===== src/sv/rsrs_pkg.sv =====
// ----------------------------------------------------------------------------
// rsrs_pkg
// Shared types, constants and clamp helpers for the stripe request splitter.
// ----------------------------------------------------------------------------
package rsrs_pkg;

	localparam int POL_SLOTS    = 4;
	localparam int MAX_POL_DEF  = 4;
	localparam int KIB_W        = 17;
	localparam int NPOL_W       = 3;
	localparam int SRVW_W       = 9;
	localparam int SRV_W        = 8;
	localparam int BASE_W       = 48;
	localparam int SIZE_W       = 21;
	localparam int LOW_W        = 10;
	localparam int DIV_BITS     = BASE_W - LOW_W;
	localparam int CNT_W        = 6;
	localparam int OBJ_W        = 43;
	localparam int OFF_W        = 26;
	localparam int LEN_W        = 27;
	localparam int BUF_W        = 20;
	localparam int IDX_W        = 3;

	localparam logic [KIB_W-1:0]  KIB_MIN    = 17'd32;
	localparam logic [KIB_W-1:0]  KIB_MAX    = 17'd65536;
	localparam logic [KIB_W-1:0]  KIB_RST    = 17'd128;
	localparam logic [NPOL_W-1:0] NPOL_RST   = 3'd1;
	localparam logic [SRVW_W-1:0] SRVW_RST   = 9'd1;
	localparam logic [SRVW_W-1:0] SRVW_MAX   = 9'd256;
	localparam logic [SIZE_W-1:0] SIZE_BOUND = 21'h100000;
	localparam logic [CNT_W-1:0]  DIV_LAST   = CNT_W'(DIV_BITS - 1);

	typedef enum logic [IDX_W-1:0] {
		REG_STRIPE_KIB   = 3'd0,
		REG_POLICY_COUNT = 3'd1,
		REG_WIDTH_0      = 3'd2,
		REG_WIDTH_1      = 3'd3,
		REG_WIDTH_2      = 3'd4,
		REG_WIDTH_3      = 3'd5
	} reg_idx_t;

	typedef enum logic [1:0] {
		FS_IDLE,
		FS_DIV,
		FS_PUSH
	} front_state_t;

	// effective (clamped) configuration
	typedef struct packed {
		logic [KIB_W-1:0]                    kib;
		logic [NPOL_W-1:0]                   npol;
		logic [POL_SLOTS-1:0][SRVW_W-1:0]    width;
	} cfg_t;

	// one classified request handed from front to back
	typedef struct packed {
		logic                                kind;
		logic [DIV_BITS-1:0]                 obj;
		logic [OFF_W-1:0]                    off;
		logic [SIZE_W-1:0]                   size;
		logic [POL_SLOTS-1:0][SRV_W-1:0]     srv;
	} job_t;

	function automatic logic [KIB_W-1:0] clamp_kib(input logic [KIB_W-1:0] v);
		if (v < KIB_MIN) return KIB_MIN;
		if (v > KIB_MAX) return KIB_MAX;
		return v;
	endfunction

	function automatic logic [NPOL_W-1:0] clamp_npol(input logic [NPOL_W-1:0] v,
		input logic [NPOL_W-1:0] top);
		if (v == '0) return NPOL_RST;
		if (v > top) return top;
		return v;
	endfunction

	function automatic logic [SRVW_W-1:0] clamp_width(input logic [SRVW_W-1:0] v);
		if (v == '0) return SRVW_RST;
		if (v > SRVW_MAX) return SRVW_MAX;
		return v;
	endfunction

endpackage


===== src/sv/raid0_stripe_request_splitter_unit.sv =====
// ----------------------------------------------------------------------------
// raid0_stripe_request_splitter_unit
// The front divides each request with a one-bit-per-cycle divider (38
// quotient bits) and takes no new request until it has handed the last one on;
// chunks of a request leave one per cycle while out_ready is high.
// Reset clears all control state and loads the register reset values.
// ----------------------------------------------------------------------------
module raid0_stripe_request_splitter_unit #(
	parameter int MAX_POLICIES = rsrs_pkg::MAX_POL_DEF
) (
	input  logic                          clk,
	input  logic                          arst_n,
	input  logic                          cfg_we,
	input  logic [rsrs_pkg::IDX_W-1:0]    cfg_index,
	input  logic [rsrs_pkg::KIB_W-1:0]    cfg_wdata,
	input  logic                          in_valid,
	output logic                          in_ready,
	input  logic                          req_type,
	input  logic [rsrs_pkg::BASE_W-1:0]   byte_offset,
	input  logic [rsrs_pkg::SIZE_W-1:0]   byte_size,
	output logic                          out_valid,
	input  logic                          out_ready,
	output logic                          kind,
	output logic [rsrs_pkg::OBJ_W-1:0]    object_number,
	output logic [rsrs_pkg::OFF_W-1:0]    chunk_offset,
	output logic [rsrs_pkg::LEN_W-1:0]    chunk_size,
	output logic [rsrs_pkg::BUF_W-1:0]    buffer_offset,
	output logic [rsrs_pkg::SRV_W-1:0]    server_0,
	output logic [rsrs_pkg::SRV_W-1:0]    server_1,
	output logic [rsrs_pkg::SRV_W-1:0]    server_2,
	output logic [rsrs_pkg::SRV_W-1:0]    server_3,
	output logic                          last_chunk
);

	logic [rsrs_pkg::KIB_W-1:0]   kib_q;
	logic [rsrs_pkg::NPOL_W-1:0]  npol_q;
	logic [rsrs_pkg::POL_SLOTS-1:0][rsrs_pkg::SRVW_W-1:0] width_q;

	rsrs_pkg::cfg_t cfg;
	logic           push_valid, push_ready, pop_valid, pop_ready;
	rsrs_pkg::job_t push_job, pop_job;

	always_ff @(posedge clk or negedge arst_n) begin
		if (!arst_n) begin
			kib_q   <= rsrs_pkg::KIB_RST;
			npol_q  <= rsrs_pkg::NPOL_RST;
			width_q <= {rsrs_pkg::POL_SLOTS{rsrs_pkg::SRVW_RST}};
		end else if (cfg_we) begin
			unique case (cfg_index)
				rsrs_pkg::REG_STRIPE_KIB:   kib_q      <= cfg_wdata;
				rsrs_pkg::REG_POLICY_COUNT: npol_q     <= cfg_wdata[rsrs_pkg::NPOL_W-1:0];
				rsrs_pkg::REG_WIDTH_0:      width_q[0] <= cfg_wdata[rsrs_pkg::SRVW_W-1:0];
				rsrs_pkg::REG_WIDTH_1:      width_q[1] <= cfg_wdata[rsrs_pkg::SRVW_W-1:0];
				rsrs_pkg::REG_WIDTH_2:      width_q[2] <= cfg_wdata[rsrs_pkg::SRVW_W-1:0];
				rsrs_pkg::REG_WIDTH_3:      width_q[3] <= cfg_wdata[rsrs_pkg::SRVW_W-1:0];
				default: ;
			endcase
		end
	end

	always_comb begin
		cfg.kib  = rsrs_pkg::clamp_kib(kib_q);
		cfg.npol = rsrs_pkg::clamp_npol(npol_q, rsrs_pkg::NPOL_W'(MAX_POLICIES));
		for (int i = 0; i < rsrs_pkg::POL_SLOTS; i++)
			cfg.width[i] = rsrs_pkg::clamp_width(width_q[i]);
	end

	rsrs_front #(.NUM_POL(MAX_POLICIES)) u_front (
		.clk        (clk),
		.arst_n     (arst_n),
		.in_valid   (in_valid),
		.in_ready   (in_ready),
		.req_type   (req_type),
		.byte_offset(byte_offset),
		.byte_size  (byte_size),
		.cfg        (cfg),
		.push_valid (push_valid),
		.push_ready (push_ready),
		.push_job   (push_job)
	);

	rsrs_fifo u_fifo (
		.clk       (clk),
		.arst_n    (arst_n),
		.push_valid(push_valid),
		.push_ready(push_ready),
		.push_job  (push_job),
		.pop_valid (pop_valid),
		.pop_ready (pop_ready),
		.pop_job   (pop_job)
	);

	rsrs_back #(.NUM_POL(MAX_POLICIES)) u_back (
		.clk          (clk),
		.arst_n       (arst_n),
		.cfg          (cfg),
		.pop_valid    (pop_valid),
		.pop_ready    (pop_ready),
		.pop_job      (pop_job),
		.out_valid    (out_valid),
		.out_ready    (out_ready),
		.kind         (kind),
		.object_number(object_number),
		.chunk_offset (chunk_offset),
		.chunk_size   (chunk_size),
		.buffer_offset(buffer_offset),
		.server_0     (server_0),
		.server_1     (server_1),
		.server_2     (server_2),
		.server_3     (server_3),
		.last_chunk   (last_chunk)
	);

endmodule


===== src/sv/rsrs_front.sv =====
// ----------------------------------------------------------------------------
// rsrs_front
// Accepts a request, saturates its size and finds the first object number,
// in-object offset and server indices with a bit-serial divider.
// ----------------------------------------------------------------------------
module rsrs_front #(
	parameter int NUM_POL = rsrs_pkg::MAX_POL_DEF
) (
	input  logic                          clk,
	input  logic                          arst_n,
	input  logic                          in_valid,
	output logic                          in_ready,
	input  logic                          req_type,
	input  logic [rsrs_pkg::BASE_W-1:0]   byte_offset,
	input  logic [rsrs_pkg::SIZE_W-1:0]   byte_size,
	input  rsrs_pkg::cfg_t                cfg,
	output logic                          push_valid,
	input  logic                          push_ready,
	output rsrs_pkg::job_t                push_job
);

	rsrs_pkg::front_state_t state_q, state_d;

	logic [rsrs_pkg::DIV_BITS-1:0] quo_q;
	logic [rsrs_pkg::KIB_W-1:0]    rem_q;
	logic [rsrs_pkg::LOW_W-1:0]    low_q;
	logic [rsrs_pkg::SIZE_W-1:0]   size_q;
	logic                          kind_q;
	logic [rsrs_pkg::CNT_W-1:0]    cnt_q;
	logic [NUM_POL-1:0][rsrs_pkg::SRV_W-1:0] mod_q;

	logic [rsrs_pkg::SIZE_W-1:0]   size_sat;
	logic [rsrs_pkg::KIB_W:0]      trial;
	logic                          qbit;
	logic [rsrs_pkg::KIB_W-1:0]    rem_next;
	logic                          accept;

	assign accept   = in_valid && in_ready;
	assign size_sat = byte_size[rsrs_pkg::SIZE_W-1] ? rsrs_pkg::SIZE_BOUND : byte_size;

	// one quotient bit per cycle, msb first
	assign trial    = {rem_q, quo_q[rsrs_pkg::DIV_BITS-1]};
	assign qbit     = (trial >= {1'b0, cfg.kib});
	assign rem_next = qbit ? rsrs_pkg::KIB_W'(trial - {1'b0, cfg.kib})
		: rsrs_pkg::KIB_W'(trial);

	always_ff @(posedge clk or negedge arst_n) begin
		if (!arst_n) begin
			state_q <= rsrs_pkg::FS_IDLE;
			cnt_q   <= '0;
		end else begin
			state_q <= state_d;
			if (accept)
				cnt_q <= '0;
			else if (state_q == rsrs_pkg::FS_DIV)
				cnt_q <= cnt_q + 1'b1;
		end
	end

	always_ff @(posedge clk) begin
		if (accept) begin
			quo_q  <= byte_offset[rsrs_pkg::BASE_W-1:rsrs_pkg::LOW_W];
			low_q  <= byte_offset[rsrs_pkg::LOW_W-1:0];
			rem_q  <= '0;
			size_q <= size_sat;
			kind_q <= req_type;
		end else if (state_q == rsrs_pkg::FS_DIV) begin
			quo_q <= {quo_q[rsrs_pkg::DIV_BITS-2:0], qbit};
			rem_q <= rem_next;
		end
	end

	// running object number modulo each policy width, fed by the quotient bits
	for (genvar i = 0; i < NUM_POL; i++) begin : g_mod
		logic [rsrs_pkg::SRVW_W-1:0] mt;
		assign mt = {mod_q[i], qbit};
		always_ff @(posedge clk) begin
			if (accept)
				mod_q[i] <= '0;
			else if (state_q == rsrs_pkg::FS_DIV)
				mod_q[i] <= (mt >= cfg.width[i]) ? rsrs_pkg::SRV_W'(mt - cfg.width[i])
					: rsrs_pkg::SRV_W'(mt);
		end
	end

	always_comb begin
		state_d    = state_q;
		in_ready   = 1'b0;
		push_valid = 1'b0;
		unique case (state_q)
			rsrs_pkg::FS_IDLE: begin
				in_ready = 1'b1;
				if (in_valid && size_sat != '0)
					state_d = rsrs_pkg::FS_DIV;
			end
			rsrs_pkg::FS_DIV: begin
				if (cnt_q == rsrs_pkg::DIV_LAST)
					state_d = rsrs_pkg::FS_PUSH;
			end
			rsrs_pkg::FS_PUSH: begin
				push_valid = 1'b1;
				if (push_ready)
					state_d = rsrs_pkg::FS_IDLE;
			end
			default: state_d = rsrs_pkg::FS_IDLE;
		endcase
	end

	always_comb begin
		push_job      = '0;
		push_job.kind = kind_q;
		push_job.obj  = quo_q;
		push_job.off  = {rem_q[rsrs_pkg::OFF_W-rsrs_pkg::LOW_W-1:0], low_q};
		push_job.size = size_q;
		for (int i = 0; i < NUM_POL; i++)
			push_job.srv[i] = mod_q[i];
	end

endmodule


===== src/sv/rsrs_fifo.sv =====
// ----------------------------------------------------------------------------
// rsrs_fifo
// Two-entry queue of classified requests between front and back.
// ----------------------------------------------------------------------------
module rsrs_fifo (
	input  logic            clk,
	input  logic            arst_n,
	input  logic            push_valid,
	output logic            push_ready,
	input  rsrs_pkg::job_t  push_job,
	output logic            pop_valid,
	input  logic            pop_ready,
	output rsrs_pkg::job_t  pop_job
);

	rsrs_pkg::job_t mem_q [2];
	logic           wptr_q, rptr_q;
	logic [1:0]     cnt_q;
	logic           do_push, do_pop;

	assign push_ready = (cnt_q != 2'd2);
	assign pop_valid  = (cnt_q != 2'd0);
	assign do_push    = push_valid && push_ready;
	assign do_pop     = pop_valid && pop_ready;
	assign pop_job    = mem_q[rptr_q];

	always_ff @(posedge clk or negedge arst_n) begin
		if (!arst_n) begin
			wptr_q <= 1'b0;
			rptr_q <= 1'b0;
			cnt_q  <= '0;
		end else begin
			if (do_push)
				wptr_q <= ~wptr_q;
			if (do_pop)
				rptr_q <= ~rptr_q;
			if (do_push && !do_pop)
				cnt_q <= cnt_q + 1'b1;
			else if (do_pop && !do_push)
				cnt_q <= cnt_q - 1'b1;
		end
	end

	always_ff @(posedge clk) begin
		if (do_push)
			mem_q[wptr_q] <= push_job;
	end

endmodule


===== src/sv/rsrs_back.sv =====
// ----------------------------------------------------------------------------
// rsrs_back
// Walks a classified request stripe by stripe and emits one chunk per cycle
// into an output register while that register is empty or out_ready is high.
// ----------------------------------------------------------------------------
module rsrs_back #(
	parameter int NUM_POL = rsrs_pkg::MAX_POL_DEF
) (
	input  logic                          clk,
	input  logic                          arst_n,
	input  rsrs_pkg::cfg_t                cfg,
	input  logic                          pop_valid,
	output logic                          pop_ready,
	input  rsrs_pkg::job_t                pop_job,
	output logic                          out_valid,
	input  logic                          out_ready,
	output logic                          kind,
	output logic [rsrs_pkg::OBJ_W-1:0]    object_number,
	output logic [rsrs_pkg::OFF_W-1:0]    chunk_offset,
	output logic [rsrs_pkg::LEN_W-1:0]    chunk_size,
	output logic [rsrs_pkg::BUF_W-1:0]    buffer_offset,
	output logic [rsrs_pkg::SRV_W-1:0]    server_0,
	output logic [rsrs_pkg::SRV_W-1:0]    server_1,
	output logic [rsrs_pkg::SRV_W-1:0]    server_2,
	output logic [rsrs_pkg::SRV_W-1:0]    server_3,
	output logic                          last_chunk
);

	logic                           active_q;
	rsrs_pkg::job_t                 job_q;
	logic [rsrs_pkg::SIZE_W-1:0]    done_q;
	logic                           out_valid_q;
	logic                           kind_q, last_q;
	logic [rsrs_pkg::DIV_BITS-1:0]  obj_q;
	logic [rsrs_pkg::OFF_W-1:0]     off_q;
	logic [rsrs_pkg::LEN_W-1:0]     len_q;
	logic [rsrs_pkg::BUF_W-1:0]     buf_q;
	logic [rsrs_pkg::POL_SLOTS-1:0][rsrs_pkg::SRV_W-1:0] srv_q;

	logic [rsrs_pkg::LEN_W-1:0]     stripe_bytes;
	logic [rsrs_pkg::LEN_W-1:0]     room;
	logic                           is_last;
	logic [rsrs_pkg::LEN_W-1:0]     len;
	logic                           advance;
	logic [rsrs_pkg::POL_SLOTS-1:0][rsrs_pkg::SRV_W-1:0] srv_next;

	assign stripe_bytes = {cfg.kib, {rsrs_pkg::LOW_W{1'b0}}};
	assign room         = stripe_bytes - rsrs_pkg::LEN_W'(job_q.off);
	assign is_last      = (rsrs_pkg::LEN_W'(job_q.size) <= room);
	assign len          = is_last ? rsrs_pkg::LEN_W'(job_q.size) : room;
	assign advance      = !out_valid_q || out_ready;
	assign pop_ready    = !active_q;

	// next object's server index: step by one with wrap
	always_comb begin
		srv_next = '0;
		for (int i = 0; i < NUM_POL; i++)
			srv_next[i] = ({1'b0, job_q.srv[i]} + 1'b1 == cfg.width[i]) ? '0
				: job_q.srv[i] + 1'b1;
	end

	always_ff @(posedge clk or negedge arst_n) begin
		if (!arst_n) begin
			active_q    <= 1'b0;
			out_valid_q <= 1'b0;
		end else begin
			if (!active_q)
				active_q <= pop_valid;
			else if (advance && is_last)
				active_q <= 1'b0;
			if (advance)
				out_valid_q <= active_q;
		end
	end

	always_ff @(posedge clk) begin
		if (!active_q) begin
			job_q  <= pop_job;
			done_q <= '0;
		end else if (advance) begin
			job_q.obj  <= job_q.obj + 1'b1;
			job_q.off  <= '0;
			job_q.size <= job_q.size - rsrs_pkg::SIZE_W'(len);
			job_q.srv  <= srv_next;
			done_q     <= done_q + rsrs_pkg::SIZE_W'(len);
		end
		if (active_q && advance) begin
			kind_q <= job_q.kind;
			obj_q  <= job_q.obj;
			off_q  <= job_q.off;
			len_q  <= len;
			buf_q  <= done_q[rsrs_pkg::BUF_W-1:0];
			srv_q  <= job_q.srv;
			last_q <= is_last;
		end
	end

	assign out_valid     = out_valid_q;
	assign kind          = kind_q;
	assign object_number = rsrs_pkg::OBJ_W'(obj_q);
	assign chunk_offset  = off_q;
	assign chunk_size    = len_q;
	assign buffer_offset = buf_q;
	assign last_chunk    = last_q;
	assign server_0      = (cfg.npol > 3'd0) ? srv_q[0] : '0;
	assign server_1      = (cfg.npol > 3'd1) ? srv_q[1] : '0;
	assign server_2      = (cfg.npol > 3'd2) ? srv_q[2] : '0;
	assign server_3      = (cfg.npol > 3'd3) ? srv_q[3] : '0;

endmodule


===== config.mk =====
export PLATFORM = sky130hd
export DESIGN_NAME = raid0_stripe_request_splitter_unit
export DESIGN_NICKNAME = d
export VERILOG_FILES = /design/src/sv/rsrs_pkg.sv /design/src/sv/raid0_stripe_request_splitter_unit.sv /design/src/sv/rsrs_front.sv /design/src/sv/rsrs_fifo.sv /design/src/sv/rsrs_back.sv
export SDC_FILE = /design/constraint.sdc
export NUM_CORES = 1
export LEC_CHECK = 0
export ABC_AREA = 1
export BUFFER_PORTS_ARGS = -buffer_cell sky130_fd_sc_hd__buf_2
export CAP_MARGIN = 25
export CORE_MARGIN = 4
export CORE_UTILIZATION = 40
export DETAILED_ROUTE_END_ITERATION = 8
export GPL_ROUTABILITY_DRIVEN = 1
export GPL_TIMING_DRIVEN = 1
export PLACE_DENSITY = 0.64
export SYNTH_ARGS = -nofsm -noshare
export SYNTH_HDL_FRONTEND = slang
export SYNTH_HIERARCHICAL = 1
export SYNTH_SLANG_ARGS = --single-unit

===== constraint.sdc =====
create_clock -name clk -period 9.8 [get_ports clk]
set_input_delay 1.47 -clock clk [delete_from_list [all_inputs] [get_ports clk]]
set_output_delay 1.47 -clock clk [all_outputs]
set_load 0.05 [all_outputs]

==> impl.org <==
** GRT
- The initial antenna violation count is 5.
- Total global-route track usage :: a little under a fifth
- Wire length of the first global-routing pass :: 139 mm
- Global routing finished with a remaining overflow of 0.
- Number of global-route vias before repair :: 25000
- Entering global routing, the biggest net connects between 90 and 100 pins.

** Layout
- Share of post-route cells with drive strength above 1 :: 12.3%
- At the end of the flow, the number of nets in the layout was approximately 4400.
- Area growth from synthesis to layout :: 13.1%

** Synthesis
- Yosys mapped the design onto 70 distinct sky130hd cell types.
- Yosys mapped a number of flops with a built-in enable equal to 569.
- Yosys warnings :: 6
- The synthesized design contains between 700 and 800 register bits.
- Proportion of register bits with asynchronous set or reset after synthesis :: 9.89%
- Top cell type's share of synthesized area :: 47.1%
- Dividing the synthesized area by the synthesized cell count gives 9.33 um2.
- The biggest area contributor in the post-synthesis netlist is sky130_fd_sc_hd__edfxtp_1.
- Top cells by area, synth :: sky130_fd_sc_hd__edfxtp_1, sky130_fd_sc_hd__nand2_1, sky130_fd_sc_hd__inv_1
- Sequential area share after synthesis :: 55.7%
- Gate Count Post-Synth :: 3890
- In this run the cell area of the synthesized design comes to 36300 um2.
- Among all flip-flop cells after synthesis, the most frequent one is sky130_fd_sc_hd__edfxtp_1.

** Setup path
- Critical Path Max Stage Delay :: 0.76 ns
- Data on the critical path is required at its endpoint by approximately 10 ns.
- Start-to-end type of the worst setup path :: register to register
- Arrival time reported for the critical path endpoint :: 7.85 ns
- In this run the number of cells on the critical path is 37.
- Counting stages on the worst path, the most repeated cell is sky130_fd_sc_hd__nand2_1.
- Register-to-Register Path Depth :: 37
- The worst setup path is captured at a register.
- Startpoint class of the critical path :: register
- Family with the most delay on the worst path :: compound AO/OA/AOI/OAI gates
- The slowest stage of the critical path is the sky130_fd_sc_hd__dfrtp_1 cell.
- Along the worst path, the maximum fanout reaches 35.
- WP buf/inv :: 4

** Placement
- Prior to clock tree synthesis, the placed netlist has a worst setup slack of 2.39 ns.
- Detailed placer's ending HPWL :: 63.9 mm
- The congestion estimate from routability-driven global placement came to 0.889.
- Number of port buffers :: ~240

** Routing
- Via count :: 26000
- Wires add up to between 90 and 100 mm.
- Dividing the detail-routed wire length by the instance count gives 16.8 um.
- Vias per std cell :: 4.85
- The detail route stage leaves a number of antenna-violating nets equal to 0.
- Number of remaining DRC errors :: 0
- Number of search-and-repair iterations in the first detailed-routing pass :: 5
- Violation count after the first detailed-route iteration :: 1858

** Clock tree
- Number of gates resized after CTS :: 0
- The clock passes through at most 3 buffers.
- CTS placed an instance of sky130_fd_sc_hd__clkbuf_16 at the clock tree root.
- Hold Buf Count CTS :: 0
- Clk pin slew, worst setup/hold paths :: 0.06 ns
- Number of clock sinks seen by CTS :: 708
- Clk_lat worst skew :: ~0.65 ns
- CTS Buf Count :: between 70 and 80
- The H-tree generated during clock tree synthesis spans 3 levels.
- Post-CTS setup buffer count :: 0
- TritonCTS clock tree :: yes

** STA
- The worst path uses 76.3% of the clock period.
- Headroom to the max-slew limit came out at around 33%.
- The total count of hold-check failures in the final report came to 0.
- Static timing analysis puts the maximum clock frequency at 0.134 GHz.
- Final period demand of the worst path :: 7.47 ns
- Worst-Margin Slew :: 1.00 ns
- On the final layout, the worst clock skew is between 0.05 and 0.06 ns.
- Setup violations remaining at the end of the flow were counted as 0.
- Adding up every negative setup slack in the final design gives 0 ns.
- After layout, the worst setup slack is 2.33 ns.
- Hold is met by roughly 0.44 ns.
- Setup repair after global routing left no endpoint under its margin.
- Number of max-slew violations in the final report :: 0

** Floorplan
- Die height :: between 300 and 400 um
- The core region is 90000 um2.
- ~250 I/O pins were placed.
- The floorplan has 110 rows.
- The floorplan step set the die width to 309 um.
- Starting utilization of the core area :: between 40% and 50%
- The die covers 95600 um2.

** Power
- IR analysis of the VDD net gives a maximum drop of 0.193 mV.
- Power Internal :: ~8.7 mW
- Clock network fraction of total power :: 18.8%
- Combinational cell fraction of total power :: between 40% and 50%
- Sum of internal, switching and leakage power :: roughly 16 mW
- Power density normalized to cell area :: 385 nW/um2
- Static Leakage :: 18.4 nW
- Switching Power :: 7.09 mW
- Share of total power consumed by net switching :: 44.8%
- Per report_power, the sequential group accounts for 34.7% of the total.

** Hold path
- The tightest min-delay check is of the register to register type.
- Hold Crit Depth :: 0

** Status
- Outcome :: completed

** Run
- Max-Cap Viols :: 0
-- path summary, 6_finish.rpt --
check	from	end	slack (ns)
worst max-delay path	kib_q[16]$_DFFE_PN0P_	u_back/job_q[47]$_DFFE_PP_	2.33
worst min-delay path	u_front/low_q[1]$_DFFE_PP_	u_fifo/mem_q[0][54]$_DFFE_PP_	0.44
worst max register to register	kib_q[16]$_DFFE_PN0P_	u_back/job_q[47]$_DFFE_PP_	2.33
worst min register to register	u_front/low_q[1]$_DFFE_PP_	u_fifo/mem_q[0][54]$_DFFE_PP_	0.44
max in group asynchronous	arst_n	u_fifo/rptr_q$_DFFE_PN0P_	8.00
min in group asynchronous	arst_n	npol_q[1]$_DFFE_PN0P_	0.71
-- synth_stat cells, types with 7 or more instances --
library cell,number
sky130_fd_sc_hd__nand2_1,1232
sky130_fd_sc_hd__edfxtp_1,569
sky130_fd_sc_hd__inv_1,486
sky130_fd_sc_hd__nor2_1,296
sky130_fd_sc_hd__nand3_1,148
sky130_fd_sc_hd__o21ai_0,147
sky130_fd_sc_hd__ha_1,142
sky130_fd_sc_hd__a21oi_1,126
sky130_fd_sc_hd__xor2_1,83
sky130_fd_sc_hd__dfxtp_1,69
sky130_fd_sc_hd__dfrtp_1,64
sky130_fd_sc_hd__xnor2_1,59
sky130_fd_sc_hd__nand4_1,44
sky130_fd_sc_hd__clkbuf_1,40
sky130_fd_sc_hd__buf_6,33
sky130_fd_sc_hd__a22o_1,27
sky130_fd_sc_hd__buf_4,27
sky130_fd_sc_hd__inv_2,27
sky130_fd_sc_hd__nor3_1,24
sky130_fd_sc_hd__nand3b_1,23
sky130_fd_sc_hd__nand2_2,20
sky130_fd_sc_hd__o21ai_1,17
sky130_fd_sc_hd__buf_2,14
sky130_fd_sc_hd__nand3_2,14
sky130_fd_sc_hd__nor2_2,14
sky130_fd_sc_hd__o21ai_2,13
sky130_fd_sc_hd__nor4_1,11
sky130_fd_sc_hd__a31oi_1,9
sky130_fd_sc_hd__a21boi_0,8
sky130_fd_sc_hd__fa_1,7
sky130_fd_sc_hd__o21a_1,7
sky130_fd_sc_hd__o21bai_1,7
sky130_fd_sc_hd__or2_2,7
-- layout by cell type, fill, tap and decap left out, drive strengths merged, types with 83 or more instances in the layout --
cell type | synthesis | routed
a21oi | 127 | 127
buf | 79 | 260
clkbuf | 41 | 95
edfxtp | 569 | 569
ha | 142 | 142
inv | 513 | 515
nand2 | 1255 | 1255
nand3 | 162 | 162
nor2 | 317 | 317
o21ai | 177 | 177
xor2 | 83 | 83
-- state kept, by name, summed over array words and instances (netlist names), 2 cells and up --
| name | flops |
|---|---|
| u_front/push_job | 32 |
| u_front/size_q | 21 |
| npol_q | 3 |
| u_front/rem_q | 17 |
| u_back/chunk_size | 27 |
| u_back/chunk_offset | 26 |
| u_front/state_q | 2 |
| u_fifo/cnt_q | 2 |
| u_front/quo_q | 38 |
| u_front/low_q | 10 |
| u_back/buffer_offset | 20 |
| u_back/obj_q | 38 |
| kib_q | 17 |
| u_back/done_q | 20 |
| u_front/cnt_q | 6 |
| u_back/srv_q | 32 |
| width_q | 36 |
| u_fifo/mem_q | 236 |
| u_back/job_q | 118 |
-- cells by family (layout without fill, tap and decap cells) --
group / after synthesis / in the layout / synth area share [%]
AOI/OAI and AO/OA: 387 / 387 / 6.15
xor gates and xnor gates: 142 / 142 / 3.43
adders and majority gates: 149 / 149 / 5.28
buffers and inverters: 636 / 917 / 7.64
DFF: 708 / 708 / 55.7
muxes: 6 / 6 / 0.234
other: 1 / 14 / 0.0103
and+or+nand+nor: 1861 / 1861 / 21.5
-- power by group through the flow --
stage | sequential [mW] | clock (mW) | combinational (mW)
after floorplan | 6.00 | 0 | 5.06
after global routing | 5.61 | 3.18 | 8.28
after detailed placement | 5.55 | 0 | 7.35
final | 5.48 | 2.97 | 7.36
after global placement | 5.53 | 0 | 7.28
after CTS | 5.50 | 3.05 | 7.39
-- layer usage --
| layer | vias up | global-route usage [%] | share of wire, % |
|---|---|---|---|
| met5 | - | 0 | 0 |
| met4 | 0 | 5.59 | 2.6 |
| met3 | 122 | 2.56 | 5.1 |
| met2 | 587 | 31.1 | 47 |
| met1 | 12100 | 25.4 | 46 |
| li1 | 13200 | - | - |
-- per-stage QoR --
| stage | instance area [um2] | utilization [%] | cells |
|---|---|---|---|
| after floorplan | 36300 | - | 3900 |
| after global placement | 38400 | 42.6 | 5215 |
| after detailed placement | 38400 | 42.6 | 5216 |
| after CTS | 41000 | 45.6 | 5357 |
| after global routing | 41000 | 45.6 | 5358 |
| final | 41000 | 45.6 | 5360 |
-- layout make-up --
type	instances	area, um2
fill	8599	49000
sequential	708	20200
multi-input combinational	2556	13400
clock buffer	95	2070
inverter	516	1950
tap	1176	1470
timing repair buffer	260	1370
clock inverter	46	569
antenna	3	7.51
No activity file was read; power rests on OpenSTA's default activity.
